===== config.mk =====
export PLATFORM = sky130hd
export DESIGN_NAME = guided_self_scheduling_chunker
export DESIGN_NICKNAME = d
export VERILOG_FILES = /design/src/hw/rtl/gssc_pkg.sv /design/src/hw/rtl/gssc_div.sv /design/src/hw/rtl/gssc_seq.sv /design/src/hw/rtl/gssc_dp.sv /design/src/hw/rtl/guided_self_scheduling_chunker.sv
export SDC_FILE = /design/constraint.sdc
export NUM_CORES = 1
export LEC_CHECK = 0
export BUFFER_PORTS_ARGS = -buffer_cell sky130_fd_sc_hd__buf_2
export CORE_ASPECT_RATIO = 1.75
export CORE_UTILIZATION = 51
export CTS_CLUSTER_SIZE = 24
export DETAILED_ROUTE_END_ITERATION = 8
export PLACE_DENSITY = 0.7
export SLEW_MARGIN = 30
export SYNTH_ARGS = -nofsm -noshare
export SYNTH_HDL_FRONTEND = slang
export SYNTH_SLANG_ARGS = --single-unit
export TNS_END_PERCENT = 100

===== constraint.sdc =====
create_clock -name clk -period 8.95 [get_ports clk]
set_input_delay 1.79 -clock clk [delete_from_list [all_inputs] [get_ports clk]]
set_output_delay 1.79 -clock clk [all_outputs]
set_load 0.01 [all_outputs]

===== src/hw/rtl/gssc_pkg.sv =====
package gssc_pkg;

	localparam int ITER_W     = 16;
	localparam int SHARE_W    = 16;
	localparam int TOTAL_W    = 20;
	localparam int DIVIDEND_W = 24;
	localparam int DIVISOR_W  = 20;
	localparam int DIV_CNT_W  = 5;
	localparam int UPC_W      = 5;

	localparam logic [DIV_CNT_W-1:0] DIV_STEPS = DIV_CNT_W'(DIVIDEND_W);
	localparam logic [SHARE_W-1:0]   ONE_Q8    = 16'h0100;

	localparam logic [1:0] CFG_TOTAL_ITERATIONS = 2'd0;
	localparam logic [1:0] CFG_MIN_CHUNK        = 2'd1;
	localparam logic [1:0] CFG_USE_LOAD         = 2'd2;

	typedef enum logic [1:0] {
		ST_OK         = 2'd0,
		ST_TOTAL_ZERO = 2'd1,
		ST_SHARE_LOW  = 2'd2
	} status_t;

	typedef enum logic [3:0] {
		OP_NOP,
		OP_DIV_LOAD,
		OP_REG_WRITE,
		OP_REQ_INIT,
		OP_DIV_PIECE,
		OP_PIECE,
		OP_COMMIT,
		OP_ERR_TOTAL,
		OP_ERR_SHARE,
		OP_EMIT
	} op_t;

	typedef enum logic [3:0] {
		C_NEVER,
		C_ALWAYS,
		C_NO_INPUT,
		C_MODE_REQ,
		C_ID_BAD,
		C_NO_LOAD,
		C_DIV_BUSY,
		C_TOTAL_ZERO,
		C_SHARE_BAD,
		C_REM_ZERO,
		C_MORE_ROUNDS,
		C_OUT_FULL
	} cond_t;

	typedef logic [UPC_W-1:0] upc_t;

	typedef struct packed {
		logic  in_ready;
		op_t   op;
		cond_t cond;
		upc_t  target;
	} ctrl_t;

	typedef struct packed {
		logic mode_req;
		logic id_bad;
		logic no_load;
		logic div_busy;
		logic total_zero;
		logic share_bad;
		logic rem_zero;
		logic more_rounds;
		logic out_full;
	} flags_t;

	typedef struct packed {
		logic                  start;
		logic [DIVIDEND_W-1:0] dividend;
		logic [DIVISOR_W-1:0]  divisor;
	} div_req_t;

	// Microprogram addresses.
	localparam upc_t U_IDLE          = 5'd0;
	localparam upc_t U_DISPATCH      = 5'd1;
	localparam upc_t U_REG_CHECK     = 5'd2;
	localparam upc_t U_LOAD_CHECK    = 5'd3;
	localparam upc_t U_DIV_LOAD      = 5'd4;
	localparam upc_t U_DIV_LOAD_WAIT = 5'd5;
	localparam upc_t U_REG_WRITE     = 5'd6;
	localparam upc_t U_REQ           = 5'd7;
	localparam upc_t U_SHARE_CHECK   = 5'd8;
	localparam upc_t U_REQ_INIT      = 5'd9;
	localparam upc_t U_ROUND         = 5'd10;
	localparam upc_t U_DIV_PIECE     = 5'd11;
	localparam upc_t U_PIECE_WAIT    = 5'd12;
	localparam upc_t U_PIECE         = 5'd13;
	localparam upc_t U_COMMIT        = 5'd14;
	localparam upc_t U_OUT_WAIT      = 5'd15;
	localparam upc_t U_EMIT          = 5'd16;
	localparam upc_t U_ERR_TOTAL     = 5'd17;
	localparam upc_t U_ERR_SHARE     = 5'd18;

	function automatic ctrl_t cw(input logic rdy, input op_t op, input cond_t cond,
		input upc_t target);
		ctrl_t w;
		w.in_ready = rdy;
		w.op       = op;
		w.cond     = cond;
		w.target   = target;
		return w;
	endfunction

	function automatic ctrl_t ucode_rom(input upc_t addr);
		ctrl_t w;
		case (addr)
			U_IDLE:          w = cw(1'b1, OP_NOP,       C_NO_INPUT,    U_IDLE);
			U_DISPATCH:      w = cw(1'b0, OP_NOP,       C_MODE_REQ,    U_REQ);
			U_REG_CHECK:     w = cw(1'b0, OP_NOP,       C_ID_BAD,      U_IDLE);
			U_LOAD_CHECK:    w = cw(1'b0, OP_NOP,       C_NO_LOAD,     U_REG_WRITE);
			U_DIV_LOAD:      w = cw(1'b0, OP_DIV_LOAD,  C_NEVER,       U_IDLE);
			U_DIV_LOAD_WAIT: w = cw(1'b0, OP_NOP,       C_DIV_BUSY,    U_DIV_LOAD_WAIT);
			U_REG_WRITE:     w = cw(1'b0, OP_REG_WRITE, C_ALWAYS,      U_IDLE);
			U_REQ:           w = cw(1'b0, OP_NOP,       C_TOTAL_ZERO,  U_ERR_TOTAL);
			U_SHARE_CHECK:   w = cw(1'b0, OP_NOP,       C_SHARE_BAD,   U_ERR_SHARE);
			U_REQ_INIT:      w = cw(1'b0, OP_REQ_INIT,  C_NEVER,       U_IDLE);
			U_ROUND:         w = cw(1'b0, OP_NOP,       C_REM_ZERO,    U_COMMIT);
			U_DIV_PIECE:     w = cw(1'b0, OP_DIV_PIECE, C_NEVER,       U_IDLE);
			U_PIECE_WAIT:    w = cw(1'b0, OP_NOP,       C_DIV_BUSY,    U_PIECE_WAIT);
			U_PIECE:         w = cw(1'b0, OP_PIECE,     C_MORE_ROUNDS, U_ROUND);
			U_COMMIT:        w = cw(1'b0, OP_COMMIT,    C_NEVER,       U_IDLE);
			U_OUT_WAIT:      w = cw(1'b0, OP_NOP,       C_OUT_FULL,    U_OUT_WAIT);
			U_EMIT:          w = cw(1'b0, OP_EMIT,      C_ALWAYS,      U_IDLE);
			U_ERR_TOTAL:     w = cw(1'b0, OP_ERR_TOTAL, C_ALWAYS,      U_OUT_WAIT);
			U_ERR_SHARE:     w = cw(1'b0, OP_ERR_SHARE, C_ALWAYS,      U_OUT_WAIT);
			default:         w = cw(1'b0, OP_NOP,       C_ALWAYS,      U_IDLE);
		endcase
		return w;
	endfunction

endpackage


===== src/hw/rtl/gssc_div.sv =====
module gssc_div (
	input  logic                                clk,
	input  logic                                arst_n,
	input  gssc_pkg::div_req_t                  req,
	output logic                                busy,
	output logic [gssc_pkg::DIVIDEND_W-1:0]     quot,
	output logic [gssc_pkg::DIVISOR_W-1:0]      rem
);

	logic [gssc_pkg::DIV_CNT_W-1:0]  cnt_q;
	logic [gssc_pkg::DIVIDEND_W-1:0] work_q;
	logic [gssc_pkg::DIVISOR_W-1:0]  rem_q;
	logic [gssc_pkg::DIVISOR_W-1:0]  dvs_q;
	logic [gssc_pkg::DIVISOR_W:0]    shifted;
	logic [gssc_pkg::DIVISOR_W:0]    diff;
	logic                            fits;

	// Restoring division, one quotient bit per cycle; the quotient shifts
	// into the dividend register as the dividend bits shift out.
	assign shifted = {rem_q, work_q[gssc_pkg::DIVIDEND_W-1]};
	assign diff    = shifted - {1'b0, dvs_q};
	assign fits    = shifted >= {1'b0, dvs_q};
	assign busy    = cnt_q != '0;
	assign quot    = work_q;
	assign rem     = rem_q;

	always_ff @(posedge clk or negedge arst_n) begin
		if (!arst_n) begin
			cnt_q <= '0;
		end else if (req.start) begin
			cnt_q <= gssc_pkg::DIV_STEPS;
		end else if (busy) begin
			cnt_q <= cnt_q - 1'b1;
		end
	end

	always_ff @(posedge clk) begin
		if (req.start) begin
			work_q <= req.dividend;
			rem_q  <= '0;
			dvs_q  <= req.divisor;
		end else if (busy) begin
			work_q <= {work_q[gssc_pkg::DIVIDEND_W-2:0], fits};
			rem_q  <= fits ? diff[gssc_pkg::DIVISOR_W-1:0]
				: shifted[gssc_pkg::DIVISOR_W-1:0];
		end
	end

endmodule


===== src/hw/rtl/gssc_seq.sv =====
module gssc_seq (
	input  logic              clk,
	input  logic              arst_n,
	input  logic              in_valid,
	input  gssc_pkg::flags_t  flags,
	output gssc_pkg::ctrl_t   ctrl
);

	gssc_pkg::upc_t upc_q;
	logic           take;

	assign ctrl = gssc_pkg::ucode_rom(upc_q);

	always_comb begin
		unique case (ctrl.cond)
			gssc_pkg::C_NEVER:       take = 1'b0;
			gssc_pkg::C_ALWAYS:      take = 1'b1;
			gssc_pkg::C_NO_INPUT:    take = !in_valid;
			gssc_pkg::C_MODE_REQ:    take = flags.mode_req;
			gssc_pkg::C_ID_BAD:      take = flags.id_bad;
			gssc_pkg::C_NO_LOAD:     take = flags.no_load;
			gssc_pkg::C_DIV_BUSY:    take = flags.div_busy;
			gssc_pkg::C_TOTAL_ZERO:  take = flags.total_zero;
			gssc_pkg::C_SHARE_BAD:   take = flags.share_bad;
			gssc_pkg::C_REM_ZERO:    take = flags.rem_zero;
			gssc_pkg::C_MORE_ROUNDS: take = flags.more_rounds;
			gssc_pkg::C_OUT_FULL:    take = flags.out_full;
			default:                 take = 1'b1;
		endcase
	end

	always_ff @(posedge clk or negedge arst_n) begin
		if (!arst_n) begin
			upc_q <= gssc_pkg::U_IDLE;
		end else begin
			upc_q <= take ? ctrl.target : upc_q + 1'b1;
		end
	end

endmodule


===== src/hw/rtl/gssc_dp.sv =====
module gssc_dp #(
	parameter int MAX_WORKERS      = 16,
	parameter int MAX_SHARE_ROUNDS = 16
) (
	input  logic              clk,
	input  logic              arst_n,
	input  gssc_pkg::ctrl_t   ctrl,
	output gssc_pkg::flags_t  flags,
	input  logic              in_valid,
	input  logic              mode,
	input  logic [3:0]        worker_id,
	input  logic [15:0]       worker_power,
	input  logic [7:0]        worker_load,
	output logic              out_valid,
	input  logic              out_ready,
	output logic [15:0]       chunk_start,
	output logic [15:0]       chunk_size,
	output logic [1:0]        status,
	output logic [15:0]       steps_total,
	output logic [15:0]       steps_at_minimum,
	input  logic              cfg_valid,
	output logic              cfg_ready,
	input  logic [1:0]        cfg_index,
	input  logic [15:0]       cfg_data
);

	localparam int IDX_W = (MAX_WORKERS > 1) ? $clog2(MAX_WORKERS) : 1;
	localparam int RND_W = $clog2(MAX_SHARE_ROUNDS + 1);

	// Configuration.
	logic [15:0] total_iterations_q;
	logic [15:0] min_chunk_q;
	logic        use_load_q;

	// Item registers.
	logic        mode_q;
	logic [3:0]  id_q;
	logic [15:0] power_q;
	logic [7:0]  load_q;

	// Share table.
	logic [gssc_pkg::SHARE_W-1:0] share_mem [MAX_WORKERS];
	logic [MAX_WORKERS-1:0]       valid_q;
	logic [gssc_pkg::SHARE_W-1:0] rd_data_q;
	logic                         rd_valid_q;
	logic [gssc_pkg::SHARE_W-1:0] share_rd;

	logic [IDX_W+3:0] id_in_ext;
	logic [IDX_W+3:0] id_q_ext;
	logic [IDX_W-1:0] raddr;
	logic [IDX_W-1:0] waddr;
	logic             in_range_in;
	logic             in_range_q;

	// Scheduler state.
	logic [gssc_pkg::TOTAL_W-1:0] total_share_q;
	logic [15:0]                  assigned_q;
	logic [15:0]                  nonzero_q;
	logic [15:0]                  minimum_q;

	// Work registers of one request.
	logic [15:0]           remaining_q;
	logic [15:0]           size_q;
	logic [15:0]           start_q;
	logic [RND_W-1:0]      rounds_q;
	gssc_pkg::status_t     status_q;
	gssc_pkg::status_t     out_status_q;
	logic                  out_valid_q;

	// Divider.
	gssc_pkg::div_req_t                 div_req;
	logic                               div_busy;
	logic [gssc_pkg::DIVIDEND_W-1:0]    div_quot;
	logic [gssc_pkg::DIVISOR_W-1:0]     div_rem;

	logic                                accept;
	logic [gssc_pkg::SHARE_W-1:0]        share_new;
	logic [7:0]                          load_eff;
	logic [gssc_pkg::DIVIDEND_W-1:0]     need;
	logic [gssc_pkg::DIVIDEND_W-1:0]     min_ext;
	logic [gssc_pkg::DIVIDEND_W-1:0]     cand;
	logic                                take_cand;
	logic                                clamp;
	logic [15:0]                         piece;
	logic [RND_W-1:0]                    rounds_init;

	assign accept    = in_valid && ctrl.in_ready;
	assign cfg_ready = 1'b1;

	assign id_in_ext   = {{IDX_W{1'b0}}, worker_id};
	assign id_q_ext    = {{IDX_W{1'b0}}, id_q};
	assign raddr       = id_in_ext[IDX_W-1:0];
	assign waddr       = id_q_ext[IDX_W-1:0];
	assign in_range_in = id_in_ext < (IDX_W+4)'(MAX_WORKERS);
	assign in_range_q  = id_q_ext < (IDX_W+4)'(MAX_WORKERS);

	// An entry that was never written reads as a zero share.
	assign share_rd = rd_valid_q ? rd_data_q : '0;

	assign load_eff  = (load_q == '0) ? 8'd1 : load_q;
	assign share_new = use_load_q ? div_quot[gssc_pkg::SHARE_W-1:0] : gssc_pkg::ONE_Q8;

	// Piece of one round: ceil(remaining * 256 / total), at least the minimum,
	// at most what remains.
	assign need      = div_quot + gssc_pkg::DIVIDEND_W'(div_rem != '0);
	assign min_ext   = {8'd0, min_chunk_q};
	assign cand      = (need > min_ext) ? need : min_ext;
	assign take_cand = {8'd0, remaining_q} > cand;
	assign clamp     = take_cand && (cand == min_ext);
	assign piece     = take_cand ? cand[15:0] : remaining_q;

	assign rounds_init = !use_load_q ? RND_W'(1)
		: (share_rd[15:8] > 8'(MAX_SHARE_ROUNDS)) ? RND_W'(MAX_SHARE_ROUNDS)
		: RND_W'(share_rd[15:8]);

	always_comb begin
		div_req.start    = (ctrl.op == gssc_pkg::OP_DIV_LOAD)
			|| (ctrl.op == gssc_pkg::OP_DIV_PIECE);
		div_req.dividend = (ctrl.op == gssc_pkg::OP_DIV_LOAD)
			? {8'd0, power_q} : {remaining_q, 8'd0};
		div_req.divisor  = (ctrl.op == gssc_pkg::OP_DIV_LOAD)
			? {12'd0, load_eff} : total_share_q;
	end

	gssc_div u_div (
		.clk    (clk),
		.arst_n (arst_n),
		.req    (div_req),
		.busy   (div_busy),
		.quot   (div_quot),
		.rem    (div_rem)
	);

	always_comb begin
		flags.mode_req    = mode_q;
		flags.id_bad      = !in_range_q;
		flags.no_load     = !use_load_q;
		flags.div_busy    = div_busy;
		flags.total_zero  = total_share_q == '0;
		flags.share_bad   = !in_range_q || (share_rd[15:8] == '0);
		flags.rem_zero    = remaining_q == '0;
		flags.more_rounds = rounds_q != RND_W'(1);
		flags.out_full    = out_valid_q && !out_ready;
	end

	always_ff @(posedge clk or negedge arst_n) begin
		if (!arst_n) begin
			total_iterations_q <= '0;
			min_chunk_q        <= 16'd1;
			use_load_q         <= 1'b0;
		end else if (cfg_valid && cfg_ready) begin
			case (cfg_index)
				gssc_pkg::CFG_TOTAL_ITERATIONS: total_iterations_q <= cfg_data;
				gssc_pkg::CFG_MIN_CHUNK:        min_chunk_q        <= cfg_data;
				gssc_pkg::CFG_USE_LOAD:         use_load_q         <= cfg_data[0];
				default: ;
			endcase
		end
	end

	// Share memory with registered read at the accepted worker id.
	always_ff @(posedge clk) begin
		if (ctrl.op == gssc_pkg::OP_REG_WRITE) begin
			share_mem[waddr] <= share_new;
		end
		if (accept) begin
			rd_data_q <= share_mem[raddr];
		end
	end

	always_ff @(posedge clk or negedge arst_n) begin
		if (!arst_n) begin
			valid_q    <= '0;
			rd_valid_q <= 1'b0;
		end else begin
			if (ctrl.op == gssc_pkg::OP_REG_WRITE) begin
				valid_q[waddr] <= 1'b1;
			end
			if (accept) begin
				rd_valid_q <= in_range_in && valid_q[raddr];
			end
		end
	end

	always_ff @(posedge clk) begin
		if (accept) begin
			mode_q  <= mode;
			id_q    <= worker_id;
			power_q <= worker_power;
			load_q  <= worker_load;
		end
	end

	always_ff @(posedge clk or negedge arst_n) begin
		if (!arst_n) begin
			total_share_q <= '0;
			assigned_q    <= '0;
			nonzero_q     <= '0;
			minimum_q     <= '0;
			out_valid_q   <= 1'b0;
		end else begin
			if (ctrl.op == gssc_pkg::OP_EMIT) begin
				out_valid_q <= 1'b1;
			end else if (out_ready) begin
				out_valid_q <= 1'b0;
			end
			unique case (ctrl.op)
				gssc_pkg::OP_REG_WRITE: begin
					total_share_q <= total_share_q - {4'd0, share_rd} + {4'd0, share_new};
				end
				gssc_pkg::OP_PIECE: begin
					if (clamp) begin
						minimum_q <= minimum_q + 1'b1;
					end
				end
				gssc_pkg::OP_COMMIT: begin
					assigned_q <= assigned_q + size_q;
					if (size_q != '0) begin
						nonzero_q <= nonzero_q + 1'b1;
					end
				end
				default: ;
			endcase
		end
	end

	always_ff @(posedge clk) begin
		unique case (ctrl.op)
			gssc_pkg::OP_REQ_INIT: begin
				remaining_q <= (total_iterations_q > assigned_q)
					? total_iterations_q - assigned_q : '0;
				size_q      <= '0;
				start_q     <= assigned_q;
				rounds_q    <= rounds_init;
			end
			gssc_pkg::OP_PIECE: begin
				remaining_q <= remaining_q - piece;
				size_q      <= size_q + piece;
				rounds_q    <= rounds_q - 1'b1;
			end
			gssc_pkg::OP_COMMIT: begin
				status_q <= gssc_pkg::ST_OK;
			end
			gssc_pkg::OP_ERR_TOTAL: begin
				start_q  <= '0;
				size_q   <= '0;
				status_q <= gssc_pkg::ST_TOTAL_ZERO;
			end
			gssc_pkg::OP_ERR_SHARE: begin
				start_q  <= '0;
				size_q   <= '0;
				status_q <= gssc_pkg::ST_SHARE_LOW;
			end
			gssc_pkg::OP_EMIT: begin
				chunk_start      <= start_q;
				chunk_size       <= size_q;
				out_status_q     <= status_q;
				steps_total      <= nonzero_q;
				steps_at_minimum <= minimum_q;
			end
			default: ;
		endcase
	end

	assign out_valid = out_valid_q;
	assign status    = out_status_q;

endmodule


===== src/hw/rtl/guided_self_scheduling_chunker.sv =====
// Guided self-scheduling chunk scheduler. A register transaction (mode 0) stores a
// worker's Q8.8 share (power / load in load-aware mode, else 1.0) and produces no
// result; a request transaction (mode 1) returns one result with the chunk's start,
// size, status and the two step counters. Control is a microprogram stepping a small
// datapath around a shared restoring divider that retires one quotient bit per cycle.
// A register transaction uses the divider only in load-aware mode. A request runs
// one share round in plain mode and up to MAX_SHARE_ROUNDS in load-aware mode, each
// with a divide, plus any wait for the previous result to be taken. Configuration is
// written through the cfg channel, which is always ready; the user must write it only
// while the block is idle, as the block itself does not enforce this.
module guided_self_scheduling_chunker #(
	parameter int MAX_WORKERS      = 16,
	parameter int MAX_SHARE_ROUNDS = 16
) (
	input  logic        clk,
	input  logic        arst_n,
	input  logic        in_valid,
	output logic        in_ready,
	input  logic        mode,
	input  logic [3:0]  worker_id,
	input  logic [15:0] worker_power,
	input  logic [7:0]  worker_load,
	output logic        out_valid,
	input  logic        out_ready,
	output logic [15:0] chunk_start,
	output logic [15:0] chunk_size,
	output logic [1:0]  status,
	output logic [15:0] steps_total,
	output logic [15:0] steps_at_minimum,
	input  logic        cfg_valid,
	output logic        cfg_ready,
	input  logic [1:0]  cfg_index,
	input  logic [15:0] cfg_data
);

	gssc_pkg::ctrl_t  ctrl;
	gssc_pkg::flags_t flags;

	assign in_ready = ctrl.in_ready;

	gssc_seq u_seq (
		.clk      (clk),
		.arst_n   (arst_n),
		.in_valid (in_valid),
		.flags    (flags),
		.ctrl     (ctrl)
	);

	gssc_dp #(
		.MAX_WORKERS      (MAX_WORKERS),
		.MAX_SHARE_ROUNDS (MAX_SHARE_ROUNDS)
	) u_dp (
		.clk              (clk),
		.arst_n           (arst_n),
		.ctrl             (ctrl),
		.flags            (flags),
		.in_valid         (in_valid),
		.mode             (mode),
		.worker_id        (worker_id),
		.worker_power     (worker_power),
		.worker_load      (worker_load),
		.out_valid        (out_valid),
		.out_ready        (out_ready),
		.chunk_start      (chunk_start),
		.chunk_size       (chunk_size),
		.status           (status),
		.steps_total      (steps_total),
		.steps_at_minimum (steps_at_minimum),
		.cfg_valid        (cfg_valid),
		.cfg_ready        (cfg_ready),
		.cfg_index        (cfg_index),
		.cfg_data         (cfg_data)
	);

endmodule


== Word level (Yosys, flattened, before mapping) ==
Memories as Yosys holds them, arrays and structs flattened. A register that Yosys moved wholly into a read port is not among the register bits.
Cells that the tools add are included.

* Eq/ne operators: 23
* Add/subtract/negate cells: 13
* Reductions and logical operators: 33
* Multiplexer cells: 30
* Magnitude comparators: 10
* Div/mod/pow operators: 0
* $mul: 0
* Bitwise logic cells: 1
* Shifts and indexed selects: 0

{| class="wikitable"
|+ Operators by type and width
! operator !! count
|-
| $mux 24 || 4
|-
| $pmux 16 s2 || 3
|-
| $mux 16 || 4
|-
| $add 16x1->16 const B || 2
|-
| $add 16x16->16 || 2
|-
| $eq 4x3->1 const B || 8
|-
| $sub 16x16->16 || 2
|-
| $mux 5 || 5
|-
| $add 24x1->24 || 1
|-
| $eq 24x16->1 || 1
|-
| $eq 4x4->1 const B || 6
|-
| $gt 16x24->1 || 1
|-
| $gt 24x16->1 || 1
|-
| $ge 21x20->1 || 1
|-
| $add 20x16->20 || 1
|-
| $logic_not 20->1 || 1
|-
| $lt 4x5->1 const B || 4
|-
| $mux 20 || 1
|-
| $reduce_bool 20->1 || 1
|-
| $sub 20x16->20 || 1
|-
| $sub 20x20->20 || 1
|-
| $eq 4x2->1 const B || 4
|-
| $gt 16x16->1 || 1
|-
| $logic_not 16->1 || 1
|-
| 29 further kinds || 53
|}

* Bits in writable memories: 256
* Bits in latches: 0
* Word-level logic and storage cells: 142
* Register bits after elaboration: 343
* Output and inout bits: 69
* Memories: 2
* ROM bits: 448

{| class="wikitable"
|+ Memory list
! name !! words !! width !! rd ports !! clocked after Yosys merged registers in !! wr ports !! RTL line !! RTL
|-
| (name not given) || 32 || 14 || 1 || 0 || 0 || gssc_pkg.sv:112 || <nowiki>case (addr)</nowiki>
|-
| u_dp.share_mem || 16 || 16 || 1 || 1 || 1 || gssc_dp.sv:42 || <nowiki>logic [gssc_pkg::SHARE_W-1:0] share_mem [MAX_WORKERS];</nowiki>
|}

== Longest topological paths before layout ==
Gate-level depths: netlist of the first run.

* Depth in word-level cells: 8
* Gate-level depth with buffers: 40
* Mapped depth without buffers: 35

== Hierarchy ==
Synthesis of the first run repeated with hierarchy kept, for this count alone.

* Cell total of the unflattened synthesis: 2453
* Area total of the unflattened synthesis: 31499.0 um^2

{| class="wikitable"
|+ Modules (own cells, without submodules)
! module !! sequential area each (um^2) !! instances !! area an instance (um^2) !! cells an instance
|-
| gssc_dp || 15651.3 || 1 || 26634.3 || 1957
|-
| gssc_div || 1846.8 || 1 || 4031.4 || 394
|-
| gssc_seq || 125.1 || 1 || 833.3 || 102
|}

== Worst setup path after synthesis of the first run ==
Ideal clock, no wire load.

* Kind: reg-to-reg
* Start point: register u_seq.upc_q[0]
* End point: register u_dp.chunk_size[0] (enable)
* Path buffers: 0
* Data required time: 8.295 ns
* Cell stages (with the launch flop): 7
* Arrival: 7.885 ns
* Path slack: 0.410 ns
* Path through: dfrtp_1 inv_1 ha_1 nor2b_1 a22oi_1 nand2_1 nor4_1

* Longest elaborated chain between the ends: 2

{| class="wikitable"
|+ Ends and longest elaborated chain
! item !! RTL line !! RTL
|-
| start: declaration || gssc_seq.sv:9 || <nowiki>gssc_pkg::upc_t upc_q;</nowiki>
|-
| start signal: assignment || gssc_seq.sv:34 || <nowiki>upc_q <= gssc_pkg::U_IDLE;</nowiki>
|-
| start signal: assignment || gssc_seq.sv:36 || <nowiki>upc_q <= take ? ctrl.target : upc_q + 1'b1;</nowiki>
|-
| $mem_v2 32x14 || n/a ||
|-
| $eq 4x4->1 || gssc_dp.sv:228 || <nowiki>unique case (ctrl.op)</nowiki>
|-
| end signal: assignment || gssc_dp.sv:256 || <nowiki>chunk_size <= size_q;</nowiki>
|-
| end: declaration || gssc_dp.sv:17 || <nowiki>output logic [15:0] chunk_size,</nowiki>
|}

No other way between the ends.
A chain may end at the register's enable or synchronous reset.

== Worst setup path after layout of the first run ==
* Start point: register u_dp.u_div.rem_q (netlist bit u_dp.u_div.rem[16])
* End point: register u_dp.size_q[15] (data pin)

* Longest elaborated chain between the ends: 8

{| class="wikitable"
|+ Ends and longest elaborated chain
! item !! RTL line !! RTL
|-
| start: declaration || gssc_div.sv:12 || <nowiki>logic [gssc_pkg::DIVISOR_W-1:0] rem_q;</nowiki>
|-
| start signal: assignment || gssc_div.sv:44 || <nowiki>rem_q <= fits ? diff[gssc_pkg::DIVISOR_W-1:0]</nowiki>
|-
| $reduce_bool 20->1 (*) || gssc_dp.sv:105 || <nowiki>assign need = div_quot + gssc_pkg::DIVIDEND_W'(div_rem != '0);</nowiki>
|-
| $add 24x1->24 (*) || gssc_dp.sv:105 ||
|-
| $gt 24x16->1 || gssc_dp.sv:107 || <nowiki>assign cand = (need > min_ext) ? need : min_ext;</nowiki>
|-
| $mux 24 (*) || gssc_dp.sv:107 ||
|-
| $gt 16x24->1 || gssc_dp.sv:108 || <nowiki>assign take_cand = {8'd0, remaining_q} > cand;</nowiki>
|-
| $mux 16 (*) || gssc_dp.sv:110 || <nowiki>assign piece = take_cand ? cand[15:0] : remaining_q;</nowiki>
|-
| $add 16x16->16 (*) || gssc_dp.sv:238 || <nowiki>size_q <= size_q + piece;</nowiki>
|-
| $pmux 16 s2 (*) || gssc_dp.sv:228 ||
|-
| end signal: assignment || gssc_dp.sv:238 ||
|-
| end: declaration || gssc_dp.sv:63 || <nowiki>logic [15:0] size_q;</nowiki>
|}

Every way passes the cells marked *; elsewhere a longest branch is shown, timed or not.

==> results.ini, run 1 <==
[run_status]
status = finished, final reports clean

[sta]
rsz0062_at_grt = false
tightest_slew_ns = 0.9142
drv_slew = 0
hold_viol_final = 0
setup_viol = 0
setup_slack_ns = 0.4378
clock.fmax_mhz = 117.5
fin_crit_sh_pct = 95.11
tns_ns = 0
finClkSkew_ns = 0.02681
fin_crit_ns = 8.512
relSlewSlack_pct = 39.05

[floorplan]
rows = 119
core_um2 = 60300
die_h_um = 329.4
die_x_um = 189.1
io_pins = 121
start_util_pct = 51.82
dieArea_um2 = 62300

[route]
drt-met1-wl_um = 28150
wire_per_inst_um = 23.88
first_iter_violations = 1270
met2_length_um = 44700
antenna_left = 0
top_layer_used = met4
drtPass1Iterations = 5
via_per_inst = 5.961
drc = 0
vias = 20350
wl_um = 81520
dr_wl_met3_um = 2948

[yosys]
synthCells = 2435
synth.avg_cell_area_um2 = 12.83
yosysWarnings = 0
synth_area_um2 = 31250
ys_seq_area_share_pct = 56.40
synthArstFlopShare_pct = 20.98
synthFlopType = edfxtp_1
synth_edf_count = 466
synth_fp_nets = 2658
yosysUniqueCellTypes = 87
ys_seq_elements = 615

[placement]
portBuffers = 119
dp_hpwl_um = 59830
post-place-ws_ns = 0.1824
routabilityCongestion = 0.9368

[global_routing]
grt_pass1_vias = 20980
grt_max_degree = 70
grt_pass1_wl_um = 123700
grt-ovfl-total = 0
grtUsageTotal_pct = 26.68
antenna_found_initial = 0

[hold_path]
min_path_type = flop to flop

[setup_path]
start_kind = flop
crit_fanout = 35
endpoint_kind = flop
worstPathArrival_ns = 8.91
cp.required_ns = 9.35
worstSetupPathType = flop to flop
critPathSlowestCell = o21ai_0
cp_common_cell = ha_1
slowest_delay_ns = 0.61

[cells_and_area]
final_common_cell = edfxtp_1
drive_above_1_share_pct = 18.35
area_delta_synth_final_pct = 11.75
nets = 2805
final_cell_mix = edfxtp_1 (466), nand2_1 (177), inv_1 (174)

[power]
powerDensity_nw_per_um2 = 380.7
p_seq_share_pct = 33.3
power_leakage_nw = 13.85
swShare_pct = 40.96
ir_drop_mv = 0.2608
p_switching_mw = 5.445
p_int_mw = 7.850
pwr-share-comb_pct = 48.2
clock_power_share_pct = 18.5

[clock_network]
cts_tree = yes
clock_latency_ns = 0.65
cts_buffers = 54
cts_hold_buf = 0
htree_levels = 2
cts-root-buf = clkbuf_16
cts_buffer_depth = 3
cts.clk_slew.worst_paths_ns = 0.07
clock-sinks = 615

[run]
cap_violations = 0

flip-flops by register name, indices dropped and copies added (netlist names), 20 cells and up:
register / cells
u_dp.u_div.dvs_q: 20
u_dp.share_mem: 256
u_dp.u_div.quot: 24
u_dp.u_div.rem: 20
u_dp.total_share_q: 20
synth_stat cells, drive strengths merged (9+ instances only):
master,instances,area share [%]
nor2,126,1.5
o31ai,15,0.36
inv,177,2.1
fa,21,1.3
and3,22,0.44
nand2b,16,0.32
or2,27,0.54
ha,150,6.0
a21o,28,0.67
nand2,178,2.1
and2,23,0.46
o41ai,9,0.25
a22oi,11,0.26
mux2,53,1.9
o22ai,16,0.32
o21a,26,0.62
o21ai,101,1.6
nor3,65,1.0
mux4,86,6.2
xnor2,64,1.8
nand4,31,0.67
buf,30,0.50
nand3b,9,0.22
o211ai,12,0.29
mux2i,20,0.64
nor2b,20,0.40
a31oi,21,0.42
nor4,34,0.93
nand3,57,0.91
a22o,13,0.36
edfxtp,466,45
dfxtp,20,1.3
a21oi,76,1.2
clkbuf,59,0.72
xor2,65,1.8
dfrtp,128,10
or4,12,0.29
or3,18,0.36
a211oi,28,0.67
logic make-up after synthesis:
logic type      share of synthesized area [%]
flops                                   56.40
xor+xnor                                4.193
mux                                     8.749
other cells                           0.01200
buf+inv                                 3.352
simple gates                            10.98
fa+ha+maj                               7.352
compound gates                          8.958
critical path, delay by kind of cell (launching register included):
kind                       cells  cell delay, ns
AOI/OAI and AO/OA             12            2.91
and+or+nand+nor               10            2.26
adders and majority gates      5            1.25
buffers and inverters          5            0.91
DFF                            1            0.39
muxes                          2            0.27
xor gates and xnor gates       1            0.26
power by group through the flow:
stage / logic, mW / clock network (mW) / registers (mW)
6_report: 6.40 / 2.47 / 4.43
5_1_grt: 7.12 / 2.61 / 4.47
4_1_cts: 6.32 / 2.51 / 4.42
3_5_place_dp: 6.27 / 0 / 4.47
3_3_place_gp: 6.15 / 0 / 4.46
2_1_floorplan: 4.79 / 0 / 4.17
metrics by stage:
step | power, mW | area, um2 | hold slack (ns) | instances | utilization, %
finish | 13.30 | 34920 | 0.4223 | 3414 | 57.91
global route | 14.19 | 34920 | 0.4328 | 3413 | 57.90
CTS | 13.24 | 34780 | 0.4249 | 3404 | 57.67
detailed placement | 10.74 | 32920 | 0.4056 | 3303 | 54.59
global placement | 10.61 | 32910 | 0.4003 | 3303 | 54.57
floorplan | 8.953 | 31250 | 0.4003 | 2435 | -
final cells by class:
cell class,count,area (um2)
antenna,1,2.502
inverter,178,668.1
timing repair buffer,180,1086
clock buffer,64,1389
clock inverter,37,469.2
multi-input combinational,1553,12700
sequential,615,17620
fill,4810,25380
tap,786,983.4
final timing paths:
path	start	end	slack [ns]	cells after the start
hold / removal	u_dp.start_q[8]	u_dp.chunk_start[8]	0.42	0
setup / recovery	u_dp.u_div.rem[16]	u_dp.size_q[15]	0.44	35
min in group asynchronous	arst_n	u_dp.nonzero_q[11]	1.11	1
max in group asynchronous	arst_n	u_dp.total_share_q[0]	6.69	2
setup reg to reg	u_dp.u_div.rem[16]	u_dp.size_q[15]	0.44	35
hold reg to reg	u_dp.start_q[8]	u_dp.chunk_start[8]	0.42	0
per-layer routing:
metal	global-route usage, %	vias to the layer above
li1	-	9430
met3	3.132	243
met2	50.62	564
met5	0	-
met1	27.29	10110
met4	17.50	0
timing repair:
| action | 4_1_cts | 5_1_grt |
|---|---|---|
| gates resized for setup | 0 | 12 |
| hold endpoints to repair | 0 | 0 |
| setup buffers | 0 | 8 |
| endpoints found under the setup margin | 0 | 15 |
No activity file was read; power rests on OpenSTA's default activity.
==> inputs of run 2 (changes only) <==
--- a/config.mk
+++ b/config.mk
@@ -7,10 +7,9 @@
 export LEC_CHECK = 0
 export BUFFER_PORTS_ARGS = -buffer_cell sky130_fd_sc_hd__buf_2
 export CORE_ASPECT_RATIO = 1.75
-export CORE_UTILIZATION = 51
+export CORE_UTILIZATION = 40
 export CTS_CLUSTER_SIZE = 24
 export DETAILED_ROUTE_END_ITERATION = 8
-export PLACE_DENSITY = 0.7
 export SLEW_MARGIN = 30
 export SYNTH_ARGS = -nofsm -noshare
 export SYNTH_HDL_FRONTEND = slang
==> run 2 against run 1 <==
Compared with the run above:
- core utilization fell by 12 points
- design area up 1.1%
- fmax is 1.4% higher
- first-iteration DRC count grew 3.1%
- critical endpoint is now u_dp.size_q[12]
- highest routed layer unchanged
- largest cell class unchanged
- via count is 1.2% higher
- clock power is 4% higher
- count of clock-buffer cells in the layout up 2
- global-route usage fell by 4.8 points
- non-clock buffer count down 3
- sequential cell count unchanged
==> results.ini, run 2 (synthesis results as in run 1) <==
[sta]
tns_ns = 0  ; unchanged
clock.fmax_mhz = 119.1  ; was 117.5 MHz
rsz0062_at_grt = false  ; unchanged
fin_crit_sh_pct = 93.82  ; was 95.11%
setup_viol = 0  ; unchanged
fin_crit_ns = 8.397  ; was 8.512 ns
hold_viol_final = 0  ; unchanged
drv_slew = 0  ; unchanged
relSlewSlack_pct = 37.86  ; was 39.05%
finClkSkew_ns = 0.03060  ; was 0.02681 ns
setup_slack_ns = 0.5529  ; was 0.4378 ns
tightest_slew_ns = 0.9321  ; was 0.9142 ns

[clock_network]
cts_hold_buf = 0  ; unchanged
cts_buffer_depth = 3  ; unchanged
cts-root-buf = clkbuf_16  ; unchanged
clock-sinks = 615  ; unchanged
clock_latency_ns = 0.65  ; about the same
htree_levels = 2  ; unchanged
cts_buffers = 56  ; was 54
cts_tree = yes  ; unchanged
cts.clk_slew.worst_paths_ns = 0.07  ; about the same

[setup_path]
r2r-start = u_dp.u_div.rem[15]  ; was u_dp.u_div.rem[16]
start_kind = flop  ; unchanged
critPathSlowestCell = or4_1  ; was o21ai_0
endpoint_kind = flop  ; unchanged
worstSetupPathType = flop to flop  ; unchanged
crit_fanout = 13  ; was 35
cp_common_cell = ha_1  ; unchanged
reg2regPathDepth = 37  ; was 35
slowest_delay_ns = 0.58  ; was 0.61 ns
r2r_slack_ns = 0.55  ; was 0.44 ns
worstPathArrival_ns = 8.89  ; was 8.91 ns
timing.rr.end = u_dp.size_q[12]  ; was u_dp.size_q[15]
cp.required_ns = 9.44  ; was 9.35 ns

[cells_and_area]
multiInputGateArea_um2 = 12730  ; was 12700 um2
nets = 2804  ; was 2805
antennaDiodeCount = 0  ; was 1
largest_reg_flops = 256  ; unchanged
final_cell_mix = edfxtp_1 (466), nand2_1 (177), inv_1 (174)  ; unchanged
final_common_cell = edfxtp_1  ; unchanged
final_area_um2 = 35310  ; was 34920 um2
post-route-util_pct = 45.64  ; was 57.91%
fill_cells = 6981  ; was 4810
drive_above_1_share_pct = 18.15  ; was 18.35%
seqCellArea_um2 = 17620  ; unchanged
area_delta_synth_final_pct = 12.99  ; was 11.75%
largest_register = u_dp.share_mem  ; unchanged

[route]
wire_per_inst_um = 23.45  ; was 23.88 um
antenna_left = 0  ; unchanged
vias = 20600  ; was 20350
first_iter_violations = 1310  ; was 1270
via_per_inst = 5.637  ; was 5.961
drtPass1Iterations = 6  ; was 5
drc = 0  ; unchanged
wl_um = 85700  ; was 81520 um

[power]
powerDensity_nw_per_um2 = 383.4  ; was 380.7 nW/um2
ir_drop_mv = 0.2056  ; was 0.2608 mV
power_leakage_nw = 13.89  ; was 13.85 nW

[placement]
routabilityCongestion = 1.005  ; was 0.9368
dp_hpwl_um = 63260  ; was 59830 um
post_dp_cell_area_um2 = 33250  ; was 32920 um2
post-place-ws_ns = 0.03689  ; was 0.1824 ns
portBuffers = 119  ; unchanged

[global_routing]
grt-ovfl-total = 0  ; unchanged
grt_pass1_wl_um = 128500  ; was 123700 um
grt_max_degree = 81  ; was 70
grtUsageTotal_pct = 21.92  ; was 26.68%
antenna_found_initial = 1  ; was 0
grt_pass1_vias = 21450  ; was 20980

[floorplan]
io_pins = 121  ; unchanged
die_h_um = 371.7  ; was 329.4 um
die_x_um = 213.3  ; was 189.1 um
start_util_pct = 40.39  ; was 51.82%
dieArea_um2 = 79280  ; was 62300 um2
core_um2 = 77360  ; was 60300 um2
rows = 135  ; was 119

[hold_path]
hp-start = u_dp.start_q[12]  ; was u_dp.start_q[8]
hold_depth = 0  ; unchanged
min_path_type = flop to flop  ; unchanged
min_to = u_dp.chunk_start[12]  ; was u_dp.chunk_start[8]

[run]
cap_violations = 0  ; unchanged

[run_status]
status = finished, final reports clean  ; unchanged

## run 2: worst max path at each step
stage                        from                    to  slack, ns  cells after the start
6_report       u_dp.u_div.rem[15]       u_dp.size_q[12]       0.55                     37
5_1_grt        u_dp.u_div.rem[15]       u_dp.size_q[12]       0.06                     36
4_1_cts        u_dp.u_div.rem[15]       u_dp.size_q[14]       0.02                     35
3_5_place_dp   u_dp.u_div.rem[15]       u_dp.size_q[14]       0.04                     36
3_3_place_gp   u_dp.u_div.rem[15]  u_dp.remaining_q[14]       0.27                     34
2_1_floorplan      u_seq.upc_q[0]    u_dp.chunk_size[0]       0.41                      6
## run 2: power breakdown
group | total (mW) | leakage, nW | switching [mW] | internal [mW]
combinational | 6.56 | 6.76 | 3.94 | 2.62
sequential | 4.42 | 6.20 | 0.540 | 3.88
clock | 2.56 | 0.927 | 1.12 | 1.44
## run 2: what timing repair did
item | in CTS | in global routing
buffers inserted | 0 | 2
cloned | 0 | 2
pin swaps | 0 | 1
resized for setup | 1 | 16
endpoints found under the setup margin | 1 | 17
## run 2: worst max-delay path, delay by kind of cell, from the launching register on
kind / cells / cell delay (ns)
and+or+nand+nor: 13 / 3.12
AOI/OAI and AO/OA: 12 / 2.24
adders and majority gates: 5 / 1.23
buffers and inverters: 5 / 0.79
muxes: 1 / 0.36
DFF: 1 / 0.35
xor gates and xnor gates: 1 / 0.17
## run 2: through the flow
| step | power [mW] | cells | hold slack [ns] |
|---|---|---|---|
| 2_1_floorplan | 8.953 | 2435 | 0.4003 |
| 3_3_place_gp | 10.72 | 3545 | 0.4007 |
| 3_5_place_dp | 10.88 | 3546 | 0.4052 |
| 4_1_cts | 13.50 | 3651 | 0.4197 |
| 5_1_grt | 14.39 | 3655 | 0.4267 |
| 6_report | 13.54 | 3655 | 0.4186 |
## run 2: area by class of cell
type / instances / area share, %
clock inverter: 39 / 1.364
sequential: 615 / 49.92
multi-input combinational: 1553 / 36.06
tap: 1027 / 3.640
timing repair buffer: 177 / 2.995
inverter: 178 / 1.892
clock buffer: 66 / 4.136
## run 2: per-layer routing
metal	global-route usage [%]	part of all wire, %
met5	0	0
met3	2.534	3.1
met2	40.95	54
met1	22.02	35
met4	16.25	8.4
